## config.mk

```make
export PLATFORM = sky130hd
export DESIGN_NAME = rc_frame_decoder
export DESIGN_NICKNAME = d
export VERILOG_FILES = /design/src/hdl/rcfd_pkg.sv /design/src/hdl/rcfd_front.sv /design/src/hdl/rcfd_fifo.sv /design/src/hdl/rcfd_back.sv /design/src/hdl/rc_frame_decoder.sv
export SDC_FILE = /design/constraint.sdc
export NUM_CORES = 1
export LEC_CHECK = 0
export BUFFER_PORTS_ARGS = -buffer_cell sky130_fd_sc_hd__buf_2
export CAP_MARGIN = 30
export CORE_UTILIZATION = 60
export CTS_CLUSTER_DIAMETER = 60
export CTS_CLUSTER_SIZE = 24
export DETAILED_ROUTE_END_ITERATION = 10
export HOLD_SLACK_MARGIN = 0.06
export PLACE_DENSITY = 0.85
export SETUP_SLACK_MARGIN = 0.3
export SYNTH_ARGS = -nofsm -noshare
export SYNTH_HDL_FRONTEND = slang
export SYNTH_SLANG_ARGS = --single-unit
```

## constraint.sdc

```tcl
create_clock -name clk_i -period 11.06 [get_ports clk_i]
set_clock_uncertainty 0.15 [all_clocks]
set_input_delay 2.212 -clock clk_i [delete_from_list [all_inputs] [get_ports clk_i]]
set_output_delay 2.212 -clock clk_i [all_outputs]
set_load 0.02 [all_outputs]
```

## src/hdl/rcfd_pkg.sv

```systemverilog
// Shared types and constants of the remote-control frame decoder.
package rcfd_pkg;

  localparam int unsigned ByteW     = 8;
  localparam int unsigned PosW      = 4;
  localparam int unsigned CountW    = 16;
  localparam int unsigned ModeW     = 3;
  localparam int unsigned NumChan   = 8;
  localparam int unsigned ChanIdxW  = $clog2(NumChan);
  localparam int unsigned QDepth    = 4;
  localparam int unsigned OutW      = 96;

  localparam logic [PosW-1:0] PosHead  = 4'd0;
  localparam logic [PosW-1:0] PosLastCh = 4'd8;
  localparam logic [PosW-1:0] PosSwitch = 4'd9;
  localparam logic [PosW-1:0] PosSpare = 4'd10;
  localparam logic [PosW-1:0] PosCheck = 4'd11;
  localparam logic [PosW-1:0] PosDone  = 4'd13;

  localparam logic [ByteW-1:0] HeadReset = 8'hA5;
  localparam logic [ByteW-1:0] TailReset = 8'h5A;
  localparam logic [ByteW-1:0] Centre    = 8'd128;

  localparam logic CfgHead = 1'b0;
  localparam logic CfgTail = 1'b1;

  localparam logic [ModeW-1:0] ModeNone  = 3'd0;
  localparam logic [ModeW-1:0] ModeBoth  = 3'd1;
  localparam logic [ModeW-1:0] ModeSw1   = 3'd2;
  localparam logic [ModeW-1:0] ModeSw2   = 3'd3;
  localparam logic [ModeW-1:0] ModeSw0   = 3'd4;
  localparam logic [ModeW-1:0] ModeSw3   = 3'd6;

  typedef enum logic [1:0] {
    OP_HEAD,
    OP_DATA,
    OP_CHECK,
    OP_TAIL
  } rcfd_op_e;

  typedef enum logic [1:0] {
    ST_OK,
    ST_BAD_HEAD,
    ST_BAD_TAIL,
    ST_BAD_SUM
  } rcfd_status_e;

  typedef struct packed {
    rcfd_op_e         op;
    logic [PosW-1:0]  pos;
    logic [ByteW-1:0] data;
  } rcfd_cmd_t;

  typedef struct packed {
    logic      valid;
    rcfd_cmd_t cmd;
  } rcfd_req_t;

endpackage

```

## src/hdl/rcfd_front.sv

```systemverilog
// Front end: tracks byte position and classifies each received byte.
module rcfd_front (
  input  logic                      clk_i,
  input  logic                      rst_ni,
  input  logic                      s_axis_tvalid,
  output logic                      s_axis_tready,
  input  logic [7:0]                s_axis_tdata,  // byte_value[7:0]
  input  logic [0:0]                s_axis_tuser,  // frame_start[0]
  input  logic                      q_full_i,
  output rcfd_pkg::rcfd_req_t       push_o
);

  logic [rcfd_pkg::PosW-1:0] pos_q, pos_d, pos_c;
  logic                      accept_c, done_c;
  rcfd_pkg::rcfd_op_e        op_c;

  assign s_axis_tready = ~q_full_i;
  assign accept_c      = s_axis_tvalid & s_axis_tready;
  assign pos_c         = s_axis_tuser[0] ? rcfd_pkg::PosHead : pos_q;
  assign done_c        = (pos_c >= rcfd_pkg::PosDone);

  always_comb begin
    priority if (pos_c == rcfd_pkg::PosHead) begin
      op_c = rcfd_pkg::OP_HEAD;
    end else if (pos_c <= rcfd_pkg::PosSpare) begin
      op_c = rcfd_pkg::OP_DATA;
    end else if (pos_c == rcfd_pkg::PosCheck) begin
      op_c = rcfd_pkg::OP_CHECK;
    end else begin
      op_c = rcfd_pkg::OP_TAIL;
    end
  end

  always_comb begin
    pos_d = pos_q;
    if (accept_c) begin
      pos_d = done_c ? pos_c : pos_c + 4'd1;
    end
  end

  assign push_o.valid    = accept_c & ~done_c;
  assign push_o.cmd.op   = op_c;
  assign push_o.cmd.pos  = pos_c;
  assign push_o.cmd.data = s_axis_tdata;

  always_ff @(posedge clk_i or negedge rst_ni) begin
    if (!rst_ni) begin
      pos_q <= rcfd_pkg::PosHead;
    end else begin
      pos_q <= pos_d;
    end
  end

endmodule

```

## src/hdl/rcfd_fifo.sv

```systemverilog
// Short command queue between front and back end.
module rcfd_fifo (
  input  logic                  clk_i,
  input  logic                  rst_ni,
  input  rcfd_pkg::rcfd_req_t   push_i,
  output logic                  full_o,
  output rcfd_pkg::rcfd_req_t   head_o,
  input  logic                  pop_i
);

  localparam int unsigned PtrW = $clog2(rcfd_pkg::QDepth);
  localparam int unsigned CntW = $clog2(rcfd_pkg::QDepth + 1);

  rcfd_pkg::rcfd_cmd_t mem_q [rcfd_pkg::QDepth];
  logic [PtrW-1:0]     wr_q, rd_q;
  logic [CntW-1:0]     cnt_q, cnt_d;
  logic                do_push, do_pop;

  assign full_o       = (cnt_q == CntW'(rcfd_pkg::QDepth));
  assign head_o.valid = (cnt_q != '0);
  assign head_o.cmd   = mem_q[rd_q];
  assign do_push      = push_i.valid & ~full_o;
  assign do_pop       = pop_i & head_o.valid;

  always_comb begin
    cnt_d = cnt_q;
    if (do_push && !do_pop) begin
      cnt_d = cnt_q + 1'b1;
    end else if (!do_push && do_pop) begin
      cnt_d = cnt_q - 1'b1;
    end
  end

  always_ff @(posedge clk_i or negedge rst_ni) begin
    if (!rst_ni) begin
      wr_q  <= '0;
      rd_q  <= '0;
      cnt_q <= '0;
    end else begin
      cnt_q <= cnt_d;
      if (do_push) begin
        wr_q <= wr_q + 1'b1;
      end
      if (do_pop) begin
        rd_q <= rd_q + 1'b1;
      end
    end
  end

  always_ff @(posedge clk_i) begin
    if (do_push) begin
      mem_q[wr_q] <= push_i.cmd;
    end
  end

endmodule

```

## src/hdl/rcfd_back.sv

```systemverilog
// Back end: stores frame bytes, judges the frame and registers the result.
module rcfd_back (
  input  logic                      clk_i,
  input  logic                      rst_ni,
  input  rcfd_pkg::rcfd_req_t       head_i,
  output logic                      pop_o,
  input  logic                      cfg_valid_i,
  input  logic                      cfg_index_i,
  input  logic [7:0]                cfg_data_i,
  output logic                      m_axis_tvalid,
  input  logic                      m_axis_tready,
  output logic [rcfd_pkg::OutW-1:0] m_axis_tdata
);

  localparam int unsigned B = rcfd_pkg::ByteW;

  function automatic logic [rcfd_pkg::ModeW-1:0] mode_of(input logic [B-1:0] sw);
    logic [rcfd_pkg::ModeW-1:0] m;
    if (sw[0]) begin
      m = sw[1] ? rcfd_pkg::ModeBoth : rcfd_pkg::ModeSw0;
    end else begin
      m = sw[1] ? rcfd_pkg::ModeSw1 : rcfd_pkg::ModeNone;
    end
    if (sw[2]) begin
      m = rcfd_pkg::ModeSw2;
    end
    if (sw[3]) begin
      m = rcfd_pkg::ModeSw3;
    end
    return m;
  endfunction

  logic [B-1:0]                 head_reg_q, tail_reg_q;
  logic                         head_ok_q;
  logic [B-1:0]                 sum_q;
  logic [B-1:0]                 ch_q [rcfd_pkg::NumChan];
  logic [B-1:0]                 sw_q, ck_q;
  logic [rcfd_pkg::CountW-1:0]  cnt_q, cnt_d;
  logic                         out_valid_q;
  logic [rcfd_pkg::OutW-1:0]    out_q, out_d;

  rcfd_pkg::rcfd_cmd_t          cmd;
  rcfd_pkg::rcfd_status_e       status_c;
  logic                         out_free, exec, is_tail, load_out;
  logic [rcfd_pkg::PosW-1:0]    idx_c;
  logic [B*7-1:0]               centred_c;

  assign cmd      = head_i.cmd;
  assign is_tail  = (cmd.op == rcfd_pkg::OP_TAIL);
  assign out_free = ~out_valid_q | m_axis_tready;
  assign exec     = head_i.valid & (~is_tail | out_free);
  assign pop_o    = exec;
  assign load_out = exec & is_tail;
  assign idx_c    = cmd.pos - 4'd1;

  always_comb begin
    priority if (!head_ok_q) begin
      status_c = rcfd_pkg::ST_BAD_HEAD;
    end else if (cmd.data != tail_reg_q) begin
      status_c = rcfd_pkg::ST_BAD_TAIL;
    end else if (sum_q != ck_q) begin
      status_c = rcfd_pkg::ST_BAD_SUM;
    end else begin
      status_c = rcfd_pkg::ST_OK;
    end
  end

  always_comb begin
    for (int i = 0; i < 7; i++) begin
      centred_c[i*B +: B] = ch_q[i] - rcfd_pkg::Centre;
    end
  end

  always_comb begin
    cnt_d = cnt_q;
    out_d = '0;
    if (status_c == rcfd_pkg::ST_OK) begin
      cnt_d        = cnt_q + 16'd1;
      out_d[57:2]  = centred_c;
      out_d[65:58] = ch_q[7];
      out_d[73:66] = sw_q;
      out_d[76:74] = mode_of(sw_q);
    end
    out_d[1:0]   = status_c;
    out_d[92:77] = cnt_d;
  end

  always_ff @(posedge clk_i or negedge rst_ni) begin
    if (!rst_ni) begin
      head_reg_q  <= rcfd_pkg::HeadReset;
      tail_reg_q  <= rcfd_pkg::TailReset;
      head_ok_q   <= 1'b0;
      sum_q       <= '0;
      cnt_q       <= '0;
      out_valid_q <= 1'b0;
    end else begin
      if (cfg_valid_i) begin
        unique case (cfg_index_i)
          rcfd_pkg::CfgHead: head_reg_q <= cfg_data_i;
          rcfd_pkg::CfgTail: tail_reg_q <= cfg_data_i;
          default: ;
        endcase
      end
      if (exec) begin
        unique case (cmd.op)
          rcfd_pkg::OP_HEAD: begin
            head_ok_q <= (cmd.data == head_reg_q);
            sum_q     <= '0;
          end
          rcfd_pkg::OP_DATA: sum_q <= sum_q + cmd.data;
          rcfd_pkg::OP_TAIL: cnt_q <= cnt_d;
          default: ;
        endcase
      end
      if (load_out) begin
        out_valid_q <= 1'b1;
      end else if (m_axis_tready) begin
        out_valid_q <= 1'b0;
      end
    end
  end

  always_ff @(posedge clk_i) begin
    if (exec && cmd.op == rcfd_pkg::OP_DATA) begin
      for (int i = 0; i < rcfd_pkg::NumChan; i++) begin
        if (cmd.pos <= rcfd_pkg::PosLastCh && idx_c[rcfd_pkg::ChanIdxW-1:0] == i[2:0]) begin
          ch_q[i] <= cmd.data;
        end
      end
      if (cmd.pos == rcfd_pkg::PosSwitch) begin
        sw_q <= cmd.data;
      end
    end
    if (exec && cmd.op == rcfd_pkg::OP_CHECK) begin
      ck_q <= cmd.data;
    end
    if (load_out) begin
      out_q <= out_d;
    end
  end

  assign m_axis_tvalid = out_valid_q;
  assign m_axis_tdata  = out_q;

endmodule

```

## src/hdl/rc_frame_decoder.sv

```systemverilog
// Top level of the remote-control frame decoder.
//
//  channel   dir  handshake                      payload
//  s_axis    in   s_axis_tvalid/s_axis_tready    tdata byte_value, tuser frame_start
//  m_axis    out  m_axis_tvalid/m_axis_tready    tdata decoded frame result
//  cfg       in   cfg_valid_i/cfg_ready_o        cfg_index_i, cfg_data_i
//
//  One byte per cycle while the queue has room; results leave from a register.
//  The four-entry command queue and the result register decouple both sides.
//  A stalled output holds the result; the tail stays queued, earlier bytes go on.
//  Reset clears position, sum, counter; presets head/tail registers; no clearing pass.
module rc_frame_decoder (
  input  logic        clk_i,
  input  logic        rst_ni,
  input  logic        s_axis_tvalid,
  output logic        s_axis_tready,
  input  logic [7:0]  s_axis_tdata,  // byte_value[7:0]
  input  logic [0:0]  s_axis_tuser,  // frame_start[0]
  output logic        m_axis_tvalid,
  input  logic        m_axis_tready,
  // status[1:0] rudder[9:2] throttle[17:10] aileron[25:18] elevator[33:26]
  // x_axis[41:34] y_axis[49:42] z_axis[57:50] claw[65:58] switches[73:66]
  // drive_mode[76:74] frame_count[92:77] zero[95:93]
  output logic [95:0] m_axis_tdata,
  input  logic        cfg_valid_i,
  output logic        cfg_ready_o,
  input  logic        cfg_index_i,
  input  logic [7:0]  cfg_data_i
);

  rcfd_pkg::rcfd_req_t push, head;
  logic                full, pop;

  assign cfg_ready_o = 1'b1;

  rcfd_front u_front (
    .clk_i         (clk_i),
    .rst_ni        (rst_ni),
    .s_axis_tvalid (s_axis_tvalid),
    .s_axis_tready (s_axis_tready),
    .s_axis_tdata  (s_axis_tdata),
    .s_axis_tuser  (s_axis_tuser),
    .q_full_i      (full),
    .push_o        (push)
  );

  rcfd_fifo u_fifo (
    .clk_i  (clk_i),
    .rst_ni (rst_ni),
    .push_i (push),
    .full_o (full),
    .head_o (head),
    .pop_i  (pop)
  );

  rcfd_back u_back (
    .clk_i         (clk_i),
    .rst_ni        (rst_ni),
    .head_i        (head),
    .pop_o         (pop),
    .cfg_valid_i   (cfg_valid_i),
    .cfg_index_i   (cfg_index_i),
    .cfg_data_i    (cfg_data_i),
    .m_axis_tvalid (m_axis_tvalid),
    .m_axis_tready (m_axis_tready),
    .m_axis_tdata  (m_axis_tdata)
  );

endmodule

```

# Yosys cells after proc, flatten, opt, wreduce, memory -nomap -nowiden
# Memories as Yosys holds them, arrays and structs flattened. A register that Yosys moved wholly into a read port is not among the register bits.
# Cells that the tools add are included.
# totals
ramBits	120
register_bits	162
output_inout_bits	99
mem_count	2
in_bits	23
elab_cells	168
# op_classes
n_eq_ne	16
mux	66
addsub	15
n_reduce_logical	37
bitwise	14
order_cmp	3
# mem_list
name	depth	word_bits	read_ports	rd_ports_with_merged_regs	wr	line	source
u_back.ch_q	8	8	8	1	1	rcfd_back.sv:36	logic [B-1:0] ch_q [rcfd_pkg::NumChan];
u_fifo.mem_q	4	14	1	0	1	rcfd_fifo.sv:14	rcfd_pkg::rcfd_cmd_t mem_q [rcfd_pkg::QDepth];
# op_table
op	count
8-bit 2-to-1 mux	7
8-bit OR reduction	7
8-bit subtractor, second input constant	7
3-bit 2-to-1 mux	13
1-bit 2-to-1 mux	36
16-bit by 1-bit adder with 16-bit output, second input constant	1
16-bit 2-to-1 mux	1
8-bit != test	2
8-bit one-hot mux with 2 select lines	1
3-bit equality test, second input constant	5
1-bit logical AND	12
2-bit 2-to-1 mux	6
2-bit AND reduction	6
8-bit adder	1
4-bit equality test, second input constant	2
8-bit equality test	1
4-bit <= comparator, second input constant	2
4-bit 2-to-1 mux	2
1-bit AND	6
3-bit by 2-bit equality test with 1-bit output, second input constant	2
1-bit NOT	6
2-bit nonzero test	3
3-bit by 1-bit subtractor with 3-bit output, second input constant	2
2-bit by 1-bit adder with 2-bit output, second input constant	2
13 further kinds	18

# Depth between registers and ports, before layout
# Gate-level depths: netlist of run 1.
# An unclocked memory read counts as a cell.
# logic_depth
word_depth	16
ltp_mapped	12
depth_no_buf	11

# Modules after synthesis
# Synthesis of run 1 repeated with hierarchy kept, for this count alone.
# hier_totals
cells_unflattened	704
area_unflattened_um2	11395.9
# modules_own_cells
mod	area_each_um2	cells_each	seq_area_each_um2	n_inst
rcfd_back	8478.1	551	6256.0	1
rcfd_fifo	2477.4	108	1856.8	1
rcfd_front	429.2	43	100.1	1
rc_frame_decoder	11.3	2	0.0	1

# Worst setup path after synthesis of run 1
# No wires, ideal clock.
# synth_path
path_type	input-to-reg
startpoint	input port m_axis_tready
endpoint	register u_back.cnt_q[14] in the netlist's numbering
setup_time_ps	132
slack_ps	4664
stages	7
t_arrival_ps	6114
t_required_ps	10778
n_path_buf	2
cell_sequence	nor2b_1 > or3_1 > clkbuf_1 > inv_1 > clkbuf_1 > nand4_1 > xnor2_1
# synth_between
elab_chain_cells	4
# synth_rtl
item	line	source
from (decl)	rc_frame_decoder.sv:20	input logic m_axis_tready,
1-bit bitwise OR	rcfd_back.sv:50	assign out_free = ~out_valid_q | m_axis_tready;
1-bit bitwise OR	rcfd_back.sv:51	assign exec = head_i.valid & (~is_tail | out_free);
1-bit AND	rcfd_back.sv:51	
2-bit AND reduction (no line)	-	
to (signal assigned)	rcfd_back.sv:111	rcfd_pkg::OP_TAIL: cnt_q <= cnt_d;
to (decl)	rcfd_back.sv:38	logic [rcfd_pkg::CountW-1:0] cnt_q, cnt_d;
# Every way passes these cells.
# A chain may end at the register's enable or synchronous reset.

==> summary by stage, run 1 <==
Power and ir drop
The largest vdd supply drop is 0.178 mV. Power spread over the standard cell area amounts to 263 mW/mm². The analysis attributes to cell leakage a power of 4.88 nW.

Finish
In the final layout, the share of cells above drive strength 1 is 24.3%. The number of nets in the layout is 854. 0 antenna diodes ended up in the layout. The filler cells instantiated in the layout total 1132.

The post-synthesis to final-layout area growth is 11.4%. For this run, the share of the core covered by cells in the final layout is 69.1%.

Placement
Routability-driven placement finished with a final weighted congestion of 0.786. The count of buffers from port buffering is 117. Before CTS, the worst setup slack after placement is 6.07 ns.

The post-detailed-placement half-perimeter wirelength is 13100 µm.

GRT
The global routing usage on met3 is 3.04%. The first global-routing pass estimated 31000 µm of wire. The met2 demand-to-capacity share in global routing is 36.3%. The initial antenna violation count is 0.

The global routing stage identified its most utilized layer as met2. The global routing usage summed across all routing layers is 20.5%. The met1 global-route usage is 26.6%. The maximum number of pins on one net before global-route repair is 86. Global routing finished with a remaining overflow of 0. The number of global-route vias before repair is 5968.

Yosys
The most used flip-flop cell after synthesis is sky130_fd_sc_hd__edfxtp_1. The Yosys step of the flow raised 0 warnings. The area share of the largest cell type after synthesis is 60.9%.

The combined area of all synthesized cells is 0.0113 mm². The portion of the post-synthesis area used by sequential elements is 72.8%. The largest area contributor in the synthesized netlist is sky130_fd_sc_hd__edfxtp_1. After technology mapping, the gate count stands at 702. After synthesis the netlist holds a flip-flop and latch count of 282. Ranked by total cell area, the synthesized netlist is headed by sky130_fd_sc_hd__edfxtp_1 (61%), sky130_fd_sc_hd__dfrtp_1 (10%), sky130_fd_sc_hd__and3_1 (3.9%), sky130_fd_sc_hd__xnor2_1 (2.9%), sky130_fd_sc_hd__xor2_1 (1.9%). In this run the mean area of a mapped cell was 16.1 µm². The fraction of synthesis flops using an asynchronous set or reset pin is 18.8%. Yosys mapped a number of flops with a built-in enable equal to 229. In this run, distinct cell masters in the synthesized netlist total 51.

Status
The flow ran to the end, but the final reports show violations. The checks that failed: DRC.

Worst setup path
The type of the setup path with the least slack is input port to flip-flop. Along the worst path, the maximum fanout reaches 13. STA puts the critical path data arrival time at 4.82 ns. The type of destination of the critical path is a flip-flop.

The worst setup path is launched from an input port. At the worst endpoint, the required time is 11.32 ns.

Floorplan
122 I/O pins were placed. The floorplan die height is 139 µm. The core region is 0.0182 mm². The x dimension of the die is 139 µm. In this run the core area contains 49 standard-cell rows. The die footprint is 0.0194 mm². The starting density of the core is 62.0%.

CTS
The total CTS buffers is 17. The number of cells upsized or downsized after cts is 0. In this run the number of H-tree levels came out at 1.

The root buffer cell is sky130_fd_sc_hd__clkbuf_16. After clock tree synthesis, the setup repair step added 0 buffers. The CTS tree is yes.

The number of sinks on the clock net is 282. Clock-pin slew was measured on the worst setup and hold paths at 0.08 ns. The number of buffers inserted for hold repair after clock tree synthesis is 0. No sink is reached through more buffers than the 3 on the longest clock path.

The clock reaches the later pin of the worst-skew pair after 0.49 ns.

STA
The share of the clock period used by the worst path is 41.2%. At the pin with the least slew margin, the transition time is 0.958 ns. The number of max-slew violations in the final report is 0. The time the final worst path needs with I/O delays and setup is 4.56 ns. Setup repair after global routing left no endpoint under its margin.

The setup slack of the critical path after layout is 6.50 ns. The number of hold violations in the final report is 0. In this run the tightest slew margin relative to its limit is 36.1%. The setup violation total in the final timing report is 0. The tightest hold path in the finished design has a slack of 0.356 ns. For the final routed database, the setup TNS stands at 0 ns. The peak clock frequency supported by timing is 219 MHz.

Run
Across the run, the number of max-cap violations was 0.

Detailed routing
In the routed design, unresolved DRC markers number 15. The routed layout has 6051 vias. After detailed routing, the average wire length per cell comes to 18.8 µm. The routed design has 19700 µm of wire. The first detailed-routing pass ran for 8 iterations. The vias per cell is 5.76.

The initial DRC count is 502. The post-route antenna net violation count is 0.

Hold path
The min-delay analysis places its worst path in the category flip-flop to flip-flop.
-- worst max-delay path, stage by stage --
cell and delay [ns]:
sky130_fd_sc_hd__buf_2 0.14, sky130_fd_sc_hd__nor2b_1 0.14, sky130_fd_sc_hd__inv_1 0.11, sky130_fd_sc_hd__ha_1 0.19, sky130_fd_sc_hd__a21oi_1 0.09, sky130_fd_sc_hd__a21oi_1 0.72, sky130_fd_sc_hd__ha_1 0.32, sky130_fd_sc_hd__inv_1 0.07
sky130_fd_sc_hd__fa_1 0.37, sky130_fd_sc_hd__xor2_1 0.15, sky130_fd_sc_hd__nor2_1 0.13, sky130_fd_sc_hd__xor2_1 0.18
-- registers in the layout (all words and copies together) (netlist names) --
signal                count
u_back.tail_reg_q         8
u_back.cnt_q             16
u_fifo.cnt_q              3
u_fifo.mem_q             56
u_back.m_axis_tvalid      1
u_back.sw_q               8
u_back.ck_q               8
u_back.sum_q              8
u_back.ch_q              64
u_back.head_reg_q         8
u_front.pos_q             4
u_fifo.wr_q               2
u_back.m_axis_tdata      93
u_fifo.rd_q               2
u_back.head_ok_q          1
-- cell usage in the layout, fill, tap and decap left out, drive strengths merged, types with 5 or more instances in the layout --
| cell type | instances |
|---|---|
| edfxtp | 229 |
| buf | 123 |
| and3 | 70 |
| dfrtp | 45 |
| xnor2 | 40 |
| nand2 | 36 |
| nor2 | 29 |
| xor2 | 25 |
| clkbuf | 23 |
| mux2 | 19 |
| nand3 | 17 |
| ha | 17 |
| inv | 17 |
| mux4 | 14 |
| nor3 | 13 |
| a21oi | 11 |
| o21ai | 9 |
| nand4 | 9 |
| nor4 | 9 |
| dfstp | 8 |
| nand2b | 7 |
| or2 | 6 |
| nor2b | 5 |
| and2 | 5 |
-- cell usage after synthesis (4+ instances only) --
library cell	instances
sky130_fd_sc_hd__edfxtp_1	229
sky130_fd_sc_hd__and3_1	70
sky130_fd_sc_hd__dfrtp_1	45
sky130_fd_sc_hd__xnor2_1	37
sky130_fd_sc_hd__nand2_1	36
sky130_fd_sc_hd__nor2_1	29
sky130_fd_sc_hd__xor2_1	25
sky130_fd_sc_hd__mux2_2	19
sky130_fd_sc_hd__clkbuf_1	18
sky130_fd_sc_hd__ha_1	17
sky130_fd_sc_hd__nand3_1	17
sky130_fd_sc_hd__inv_1	14
sky130_fd_sc_hd__nor3_1	13
sky130_fd_sc_hd__a21oi_1	11
sky130_fd_sc_hd__mux4_2	9
sky130_fd_sc_hd__o21ai_0	9
sky130_fd_sc_hd__dfstp_2	8
sky130_fd_sc_hd__nand4_1	8
sky130_fd_sc_hd__nand2b_1	7
sky130_fd_sc_hd__buf_4	6
sky130_fd_sc_hd__clkbuf_2	6
sky130_fd_sc_hd__and2_1	5
sky130_fd_sc_hd__mux4_1	5
sky130_fd_sc_hd__nor2b_1	5
sky130_fd_sc_hd__or2_2	5
sky130_fd_sc_hd__nor4_1	4
sky130_fd_sc_hd__nor4_2	4
sky130_fd_sc_hd__or3_1	4
-- logic make-up after synthesis --
group / synth area share [%]
flip-flops: 72.8
AND/OR/NAND/NOR: 10.7
XOR/XNOR: 5.25
buffers and inverters: 2.22
AO/OA/AOI/OAI: 1.90
multiplexers: 4.86
adder cells (fa/ha/maj): 2.24
other: 0.0666
-- report_power, final --
group          switching (mW)  internal (mW)  leakage [nW]  total [mW]
combinational           0.678          0.317          1.85       0.995
sequential              0.116           1.52          2.75        1.64
clock                   0.333          0.342         0.271       0.675
total                    1.13           2.18          4.88        3.31
-- area by class of cell --
| cell class | instances | area (µm²) | area share [%] |
|---|---|---|---|
| flip-flops and latches | 282 | 8210 | 65.3 |
| multi-input cells | 372 | 2830 | 22.5 |
| repair buffers | 124 | 631 | 5.01 |
| clock buffers | 22 | 444 | 3.53 |
| well taps | 229 | 287 | 2.28 |
| clock inverters | 7 | 115 | 0.915 |
| inverters | 15 | 57.6 | 0.458 |
-- metal layers --
layer,share of wire (%),up-vias
li1,-,2807
met1,41,2966
met2,51,242
met3,6.4,36
met4,2.2,0
met5,0,-
-- final timing paths --
| check | startpoint | to | slack, ns | cells after the start |
|---|---|---|---|---|
| setup / recovery | s_axis_tuser | u_fifo.cnt_q[2]$_DFFE_PN0P_ | 6.50 | 12 |
| hold / removal | u_back.cnt_q[15]$_DFFE_PN0P_ | u_back.cnt_q[15]$_DFFE_PN0P_ | 0.36 | 1 |
| setup reg to reg | u_fifo.rd_q[0]$_DFFE_PN0P_ | u_back.m_axis_tdata[78]$_DFFE_PP_ | 6.59 | 7 |
| hold reg to reg | u_back.cnt_q[15]$_DFFE_PN0P_ | u_back.cnt_q[15]$_DFFE_PN0P_ | 0.36 | 1 |
| max in group asynchronous | rst_ni | u_fifo.wr_q[1]$_DFFE_PN0P_ | 8.61 | 2 |
| min in group asynchronous | rst_ni | u_back.head_reg_q[1]$_DFFE_PN0P_ | 1.70 | 2 |
-- metrics by stage --
stage,cell area (µm²),instances,power [mW]
after detailed placement,12000,1021,2.66
final,12600,1051,3.31
after global routing,12600,1051,3.46
after floorplan,11300,704,2.37
after CTS,12600,1050,3.33
after global placement,12000,1019,2.59
(Power assumes the default switching activity.)
==> run 2: changes to the inputs <==
--- a/config.mk
+++ b/config.mk
@@ -5,14 +5,15 @@
 export SDC_FILE = /design/constraint.sdc
 export NUM_CORES = 1
 export LEC_CHECK = 0
+export ABC_AREA = 1
 export BUFFER_PORTS_ARGS = -buffer_cell sky130_fd_sc_hd__buf_2
 export CAP_MARGIN = 30
-export CORE_UTILIZATION = 60
+export CORE_UTILIZATION = 53
 export CTS_CLUSTER_DIAMETER = 60
 export CTS_CLUSTER_SIZE = 24
 export DETAILED_ROUTE_END_ITERATION = 10
 export HOLD_SLACK_MARGIN = 0.06
-export PLACE_DENSITY = 0.85
+export PLACE_DENSITY = 0.8
 export SETUP_SLACK_MARGIN = 0.3
 export SYNTH_ARGS = -nofsm -noshare
 export SYNTH_HDL_FRONTEND = slang
==> constraint.sdc (replaced) <==
create_clock -name clk_i -period 3.8 [get_ports clk_i]
set_clock_uncertainty 0.15 [all_clocks]
set_input_delay 0.76 -clock clk_i [delete_from_list [all_inputs] [get_ports clk_i]]
set_output_delay 0.76 -clock clk_i [all_outputs]
set_load 0.02 [all_outputs]
==> run 2 against run 1 <==
Against the previous run: the run now ends clean; critical endpoint is now u_back.m_axis_tdata[52]$_SDFFCE_PP0P_; die area rose by 17%; routed wire length rose by 14%; highest routed layer unchanged; critical path depth fell by 3; synthesized cell count rose by 44%; design area rose by 5.2%; synthesized area rose by 3.5%; setup slack got worse by 5.9 ns.
==> summary by stage, run 2 <==
Yosys
The share of synthesized area in the top cell type comes to 58.9%. Each instance of the synthesized netlist takes up on average 11.5 µm². Counting distinct cell types in the post-synthesis netlist gives 37. The xor and xnor area share after synthesis is 2.70%. After technology mapping, the gate count stands at 1013. The main combinational cell family by area after synthesis is simple AND/OR/NAND/NOR gates. The most used flip-flop cell after synthesis is sky130_fd_sc_hd__edfxtp_1. Summing the areas of all compound-gate instances in the mapped netlist gives 3.00% of the synthesized area. Counting instances in the post-synthesis netlist gives the leading cell types as sky130_fd_sc_hd__nand2_1 (234), sky130_fd_sc_hd__edfxtp_1 (229), sky130_fd_sc_hd__inv_1 (138). In the synthesized netlist the async set-or-reset flop fraction comes to 18.8%.

The largest area contributor in the synthesized netlist is sky130_fd_sc_hd__edfxtp_1. Sequential cells were found to cover 70.3% of the synthesized design area. Counting flops with a built-in enable in the synthesized netlist gives 229. The combined area of all synthesized cells is 0.0117 mm². Synthesis inferred 282 register bits. The portion of synthesized area spent on multiplexers is 0%. The number of warning messages in the yosys log is 0.

The most repeated cell in the gate-level netlist after synthesis is sky130_fd_sc_hd__nand2_1. Yosys attributes the largest share of cell area to sky130_fd_sc_hd__edfxtp_1 (59%), sky130_fd_sc_hd__dfrtp_1 (9.6%), sky130_fd_sc_hd__nand2_1 (7.5%), sky130_fd_sc_hd__inv_1 (4.4%), sky130_fd_sc_hd__nor2_1 (3.8%). The adder-cell share of the synthesized area is 2.16%. Summing the areas of all and, or, nand and nor instances in the mapped netlist gives 15.5% of the synthesized area.

Power and ir drop
The proportion of power drawn by the clock network is 19.3%. In this run the power density over the cells is 832 mW/mm². Internal power comes to 6.83 mW. Combinational logic burns 35.3% of the power. In this run switching power makes up 38.0% of total power.

The leakage power of the design is 5.79 nW. VDD sags by at most 0.526 mV. The design draws 11.0 mW. The share of power burned in registers is 45.4%. The net switching power is 4.18 mW.

Detailed routing
The total routed wirelength is 22400 µm. The routed wire length per instance is 15.7 µm. Once detail routing completed, the nets flagged for antenna violations numbered 0. The total number of vias is 7367. The vias per cell is 5.17. For this run, the detailed router's first-pass iteration total came to 5. For this run, design rule violations remaining after detail routing come to 0. The initial DRC count is 506.

STA
Setup repair after global routing left no endpoint under its margin. The time the final worst path needs with I/O delays and setup is 3.23 ns. The setup slack of the critical path after layout is 0.567 ns. The number of max-slew violations in the final report is 0.

The total negative setup slack is 0 ns. The actual transition at the worst max-transition pin is 0.778 ns. The number of hold violations in the final report is 0. The setup violation total in the final timing report is 0. The worst path uses 85.1% of the clock period. For this run, the top clock speed supported by timing is 309 MHz. The tightest slew margin relative to the limit is 47.9%.

Floorplan
Measured along the x axis, the die boundary spans 150 µm. The core region is 0.0213 mm². Pin placement for this block handled 122 I/O pins. For this configuration, the core starts out at a cell density of 54.9%. The floorplan die height is 150 µm. The number of standard-cell rows in the floorplan is 53. The die footprint is 0.0226 mm².

GRT
The initial antenna violation count is 0. The first global-routing pass estimated 34800 µm of wire. The overall overflow remaining after global route is 0.

The global routing usage summed across all routing layers is 20.0%. The maximum number of pins on one net before global-route repair is 54. The number of global-route vias before repair came to 6997.

Finish
The finished cells cover 0.0132 mm². The post-synthesis to final-layout area growth is 13.3%. In the layout the commonest cells are sky130_fd_sc_hd__nand2_1 (234), sky130_fd_sc_hd__edfxtp_1 (229), sky130_fd_sc_hd__inv_1 (138). The final standard cell count with taps included and fillers excluded is 1424. The number of flip-flops under the largest register name is 93. The antenna cell count is 0.

In the final layout, the multi-input gates occupy 0.00277 mm². Counting the fill cells in the layout gives 1612. Of the cells placed in the final design, the portion with a size suffix greater than 1 is 15.8%. The library cell used most frequently in the layout, excluding fill and tap cells, is sky130_fd_sc_hd__nand2_1. The area used by sequential logic in the layout is 0.00821 mm².

The number of nets in the layout is 1181.

Worst setup path
The startpoint of the most critical register-to-register path is u_fifo.rd_q[1]$_DFFE_PN0P_. The launching instance or port of the critical path is u_fifo.rd_q[1]$_DFFE_PN0P_. The critical register-to-register path endpoint is u_back.m_axis_tdata[52]$_SDFFCE_PP0P_. Traced cell by cell, the critical path runs through clkinv_2 > nand3_1 > nand2_1 > nand2_1 > nand3_1 > nor2_1 > nand4_4 > buf_12 > nor2_1.

For the worst flop-to-flop path, the logic depth is 9. The type of the setup path with the least slack is flip-flop to flip-flop. Among all stages on the critical path, the largest delay is contributed by sky130_fd_sc_hd__nand4_4. The flop-to-flop setup slack is 0.57 ns. STA classifies the critical path startpoint as a flip-flop. The largest single stage delay on the critical path is 0.56 ns.

STA classifies the critical path endpoint as a flip-flop. Along the worst path, the maximum fanout reaches 37. The end of the critical path is u_back.m_axis_tdata[52]$_SDFFCE_PP0P_. The arrival time reported for the critical path endpoint is 3.43 ns. The critical path data required time is 4.00 ns.

CTS
Clock latency on the worst-skew pair, taken at its later pin, is 0.51 ns. The number of H-tree branching levels is 1. CTS placed an instance of sky130_fd_sc_hd__clkbuf_16 at the clock tree root. After clock tree synthesis, the clock-pin slew on the worst setup and hold paths is 0.09 ns. The CTS tree is yes. The number of clock buffers added by TritonCTS is 18. The clock drives 282 sinks. No sink is reached through more buffers than the 3 on the longest clock path.

Placement
The post-detailed-placement half-perimeter wirelength is 14700 µm. After detailed placement, the total cell area comes to 0.0126 mm². Before CTS, the worst setup slack after placement is 0.494 ns. The count of buffers from port buffering is 117. Counting tap cells, the placed design contains a total of 1393 instances. The placer's final routability congestion estimate is 0.844.

Status
The run finished with clean final reports.

Hold path
The path type of the worst min-delay path is input port to asynchronous set/reset pin.

Run
The tool flagged a number of max-cap violations equal to 0.
run 2: cell types whose count changed in the layout (fill, tap and decap cells not counted), moves of 10 or more:
cell and delta:
sky130_fd_sc_hd__inv_1 +125, sky130_fd_sc_hd__mux2_2 -19, sky130_fd_sc_hd__a21oi_1 +10, sky130_fd_sc_hd__nand4_1 +11
sky130_fd_sc_hd__xnor2_1 -25, sky130_fd_sc_hd__and3_1 -70, sky130_fd_sc_hd__nand2_1 +198, sky130_fd_sc_hd__o21ai_0 +22
sky130_fd_sc_hd__nand3_1 +31, sky130_fd_sc_hd__nor2_1 +90
run 2: area by class of cell:
class	instances	share of cell area [%]
well taps	275	2.60
multi-input cells	563	20.9
repair buffers	133	5.62
inverters	141	4.05
flip-flops and latches	282	62.1
clock buffers	20	3.62
clock inverters	10	1.12
run 2: kinds of logic (layout without fill, tap and decap cells):
family,Yosys count,in the layout
XOR/XNOR,36,36
AND/OR/NAND/NOR,440,441
other,2,4
buffers and inverters,171,304
flip-flops,282,282
AO/OA/AOI/OAI,63,63
adder cells (fa/ha/maj),19,19
run 2: power by group through the flow:
stage | clock [mW] | sequential [mW] | combinational, mW
after CTS | 2.15 | 5.01 | 3.90
after detailed placement | 0 | 5.08 | 3.87
final | 2.13 | 5.00 | 3.88
after floorplan | 0 | 5.66 | 1.93
after global placement | 0 | 5.04 | 3.76
after global routing | 2.25 | 5.07 | 4.30
run 2: worst min-delay path by stage:
stage / startpoint / end / slack [ns] / cells after the start
floorplan: rst_ni / u_back.cnt_q[0]$_DFFE_PN0P_ / 0.31 / 0
global placement: u_back.head_reg_q[5]$_DFFE_PN1P_ / u_back.head_reg_q[5]$_DFFE_PN1P_ / 0.34 / 2
detailed placement: u_back.head_reg_q[2]$_DFFE_PN1P_ / u_back.head_reg_q[2]$_DFFE_PN1P_ / 0.35 / 2
CTS: rst_ni / u_back.cnt_q[10]$_DFFE_PN0P_ / 0.26 / 2
global route: rst_ni / u_back.cnt_q[10]$_DFFE_PN0P_ / 0.29 / 2
finish: rst_ni / u_back.cnt_q[10]$_DFFE_PN0P_ / 0.22 / 2
run 2: metrics by stage:
stage | hold slack (ns) | utilization (%)
after floorplan | 0.314 | -
after global placement | 0.343 | 59.1
after detailed placement | 0.349 | 59.1
after CTS | 0.257 | 62.1
after global routing | 0.287 | 62.2
final | 0.222 | 62.2
run 2: timing repair:
action,4_1_cts,5_1_grt
buffers inserted,0,0
endpoints found under the hold margin,0,0
hold buffers,0,0
setup endpoints to repair,0,10
resized for setup,0,4
run 2: critical path: cells and delay by family (launching register included):
family,cells,cell delay [ns]
simple gates,7,1.66
buf+inv,2,0.68
flops,1,0.54
run 2: metal layers:
| metal | part of all wire [%] | wire (µm) | up-vias | track usage (%) |
|---|---|---|---|---|
| met5 | 0 | 0 | - | 0 |
| met4 | 2.4 | 546 | 0 | 6.36 |
| met3 | 6.6 | 1480 | 42 | 2.85 |
| met2 | 49 | 10900 | 259 | 34.2 |
| met1 | 42 | 9470 | 3480 | 26.4 |
| li1 | - | - | 3586 | - |
==> run 3: changes to the inputs <==
==> constraint.sdc (replaced) <==
create_clock -name clk_i -period 2.7 [get_ports clk_i]
set_clock_uncertainty 0.15 [all_clocks]
set_input_delay 0.54 -clock clk_i [delete_from_list [all_inputs] [get_ports clk_i]]
set_output_delay 0.54 -clock clk_i [all_outputs]
set_load 0.02 [all_outputs]
==> run 3 against run 2 <==
Against the previous run: highest routed layer unchanged; sequential cell count unchanged; routed wire length up 12%; via count up 7.7%; clock-buffer cell count up 5; design area up 8.9%.
==> summary by stage, run 3 (synthesis results as in run 2) <==
Status
The run finished with clean final reports.

Run
Across the run, the number of max-cap violations was 0.

CTS
The maximum count of clock buffers along a single path is 3. TritonCTS built the clock tree. The number of sinks on the clock net is 282. The number of H-tree branching levels is 1. For the worst-skew pair, the clock arrives at the later sink with an insertion delay of 0.51 ns. Clock tree synthesis selected as its root buffer the cell sky130_fd_sc_hd__clkbuf_16. Clock-pin slew was measured on the worst setup and hold paths at 0.09 ns. The total CTS buffers is 18.

Worst setup path
At the worst endpoint, the required time is 2.76 ns. The count of cells along the worst register-to-register path is 10. The category of the worst setup path launch point is a flip-flop. Of all nets on the critical path, the largest fanout is 10.

By startpoint and endpoint, the worst setup path is classified as flip-flop to flip-flop. The type of destination of the critical path is a flip-flop. The arrival time reported for the critical path endpoint is 2.60 ns.

GRT
The layer with the highest usage is met2. Global routing consumed, on the met3 layer, 3.03% of the routing resources. For met1 alone, demand over resource in global routing was 26.8%. The maximum number of pins on one net before global-route repair is 45. The global routing usage summed across all routing layers is 21.4%.

The first global-routing pass estimated 37000 µm of wire. The number of global-route vias before repair is 7539. The met2 demand-to-capacity share in global routing is 37.7%.

The initial antenna violation count is 1. The total overflow left after global routing is 0.

Floorplan
The core outline area is 0.0213 mm². The boundary pin count is 122. For this configuration, the core starts out at a cell density of 54.9%. The floorplan step set the die height to 150 µm. The die covers 0.0226 mm². Measured along the x axis, the die boundary spans 150 µm. After floorplanning, the core was divided into 53 placement rows.

Power and ir drop
The internal portion of the total power is 10.6 mW. The total power consumption of the routed design is 17.1 mW. The switching share of power is 38.0%.

The proportion of power drawn by the clock network is 16.7%. In this run the power spent charging and discharging nets is 6.50 mW. Across the VDD grid, the largest voltage drop is 0.608 mV. The leakage power of the design is 6.31 nW. Sequential cells account for 41.2% of the total power. The power density over the cells is 1190 mW/mm². The share of power burned in combinational logic is 42.1%.

STA
The peak clock frequency supported by timing is 394 MHz. The total negative setup slack is 0 ns. Setup repair after global routing could not meet its margin everywhere. The tightest hold margin is 0.109 ns. The worst pin sits at a relative slew slack of 48.9%.

The actual transition at the worst max-transition pin is 0.767 ns. After layout, the minimum clock period comes to 2.54 ns. Setup violations remaining at the end of the flow were counted as 0.

The worst path uses 94.0% of the clock period. The number of hold violations in the final report came to 0. The number of max-slew violations in the final report is 0.

Finish
The number of nets in the layout is 1257. Leaving out fill and tap cells, the most frequent cells in the layout are sky130_fd_sc_hd__edfxtp_1 (229), sky130_fd_sc_hd__nand2_1 (203), sky130_fd_sc_hd__inv_1 (132). After filler insertion, the fill cell instance count of the layout stands at 1402. The number of flip-flops under the largest register name is 93. The fraction of final layout cells sized beyond drive strength 1 is 27.1%. The finished layout holds 1503 standard cells, fillers aside. The post-synthesis to final-layout area growth is 23.3%.

The most common library cell in the layout ignoring fill and taps is sky130_fd_sc_hd__edfxtp_1.

Detailed routing
The vias per cell is 5.28. The DRC violations left is 0. The length of the first detailed-routing pass in iterations is 5. The initial DRC count is 549. The total number of vias is 7934.

For this block, the routed nets add up to 25100 µm of wire. The post-route antenna net violation count is 0. Dividing the detail-routed wire length by the instance count gives 16.7 µm.

Placement
The placer's final routability congestion estimate is 0.886. Input and output buffers added on the ports amount to 117. Detailed placement ended at an HPWL of 14800 µm.

The number of cells in the design after placement is 1422.

Hold path
The path type of the worst min-delay path is input port to flip-flop. The cell depth of the worst hold path is 1.
[run 3: critical path, cell delays in order (launching register included)]
cell                      delay, ns
sky130_fd_sc_hd__dfrtp_2       0.44
sky130_fd_sc_hd__buf_4         0.17
sky130_fd_sc_hd__buf_12        0.13
sky130_fd_sc_hd__o21ai_1       0.12
sky130_fd_sc_hd__nand2_1       0.11
sky130_fd_sc_hd__a21oi_1       0.24
sky130_fd_sc_hd__nand2_1       0.21
sky130_fd_sc_hd__inv_1         0.16
sky130_fd_sc_hd__nand2_1       0.13
sky130_fd_sc_hd__nor2_1        0.15
sky130_fd_sc_hd__buf_4         0.21
[run 3: metal layers]
metal / wire (µm) / share of wire (%)
met2: 12900 / 51
met3: 1610 / 6.4
met4: 707 / 2.8
met1: 9890 / 39
met5: 0 / 0
[run 3: worst paths after layout]
path	slack, ns	end	from
worst max-delay path	0.16	u_back.ch_q[1][1]$_DFFE_PP_	u_fifo.rd_q[0]$_DFFE_PN0P_
worst min-delay path	0.11	u_fifo.mem_q[2][4]$_DFFE_PP_	s_axis_tdata[4]
worst max register to register	0.16	u_back.ch_q[1][1]$_DFFE_PP_	u_fifo.rd_q[0]$_DFFE_PN0P_
worst min register to register	0.36	u_back.head_reg_q[5]$_DFFE_PN1P_	u_back.head_reg_q[5]$_DFFE_PN1P_
max in group asynchronous	1.30	u_back.tail_reg_q[3]$_DFFE_PN1P_	rst_ni
min in group asynchronous	0.43	u_fifo.rd_q[0]$_DFFE_PN0P_	rst_ni
[run 3: timing repair]
action	CTS	global route
pin swaps	16	17
endpoints found under the setup margin	128	243
hold buffers	1	0
cloned	10	3
endpoints found under the hold margin	18	0
resized for setup	47	54
setup buffers	22	12
[run 3: power by group through the flow]
stage / registers [mW] / clock network, mW / logic (mW)
after global placement: 7.09 / 0 / 5.66
after global routing: 7.14 / 3.06 / 7.76
after floorplan: 7.93 / 0 / 2.85
after CTS: 7.02 / 2.90 / 6.70
after detailed placement: 7.12 / 0 / 5.82
final: 7.04 / 2.86 / 7.19
[run 3: cell type report]
type                       count  area, µm²  area share [%]
inverter                     141        549            3.81
timing repair buffer         207       1580            10.9
tap                          275        344            2.39
clock inverter                 7       93.8           0.651
sequential                   282       8220            57.0
multi-input combinational    562       3100            21.5
timing repair inverter         3       21.3           0.148
antenna                        1       2.50          0.0174
clock buffer                  25        508            3.53
[run 3: through the flow]
| step | util (%) | setup WS, ns | instance area, µm² |
|---|---|---|---|
| after floorplan | - | 0.185 | 11800 |
| after global placement | 60.6 | 0.0713 | 12900 |
| after detailed placement | 60.6 | -0.00333 | 12900 |
| after CTS | 66.1 | 0.219 | 14100 |
| after global routing | 67.7 | 0.0426 | 14400 |
| final | 67.7 | 0.161 | 14400 |
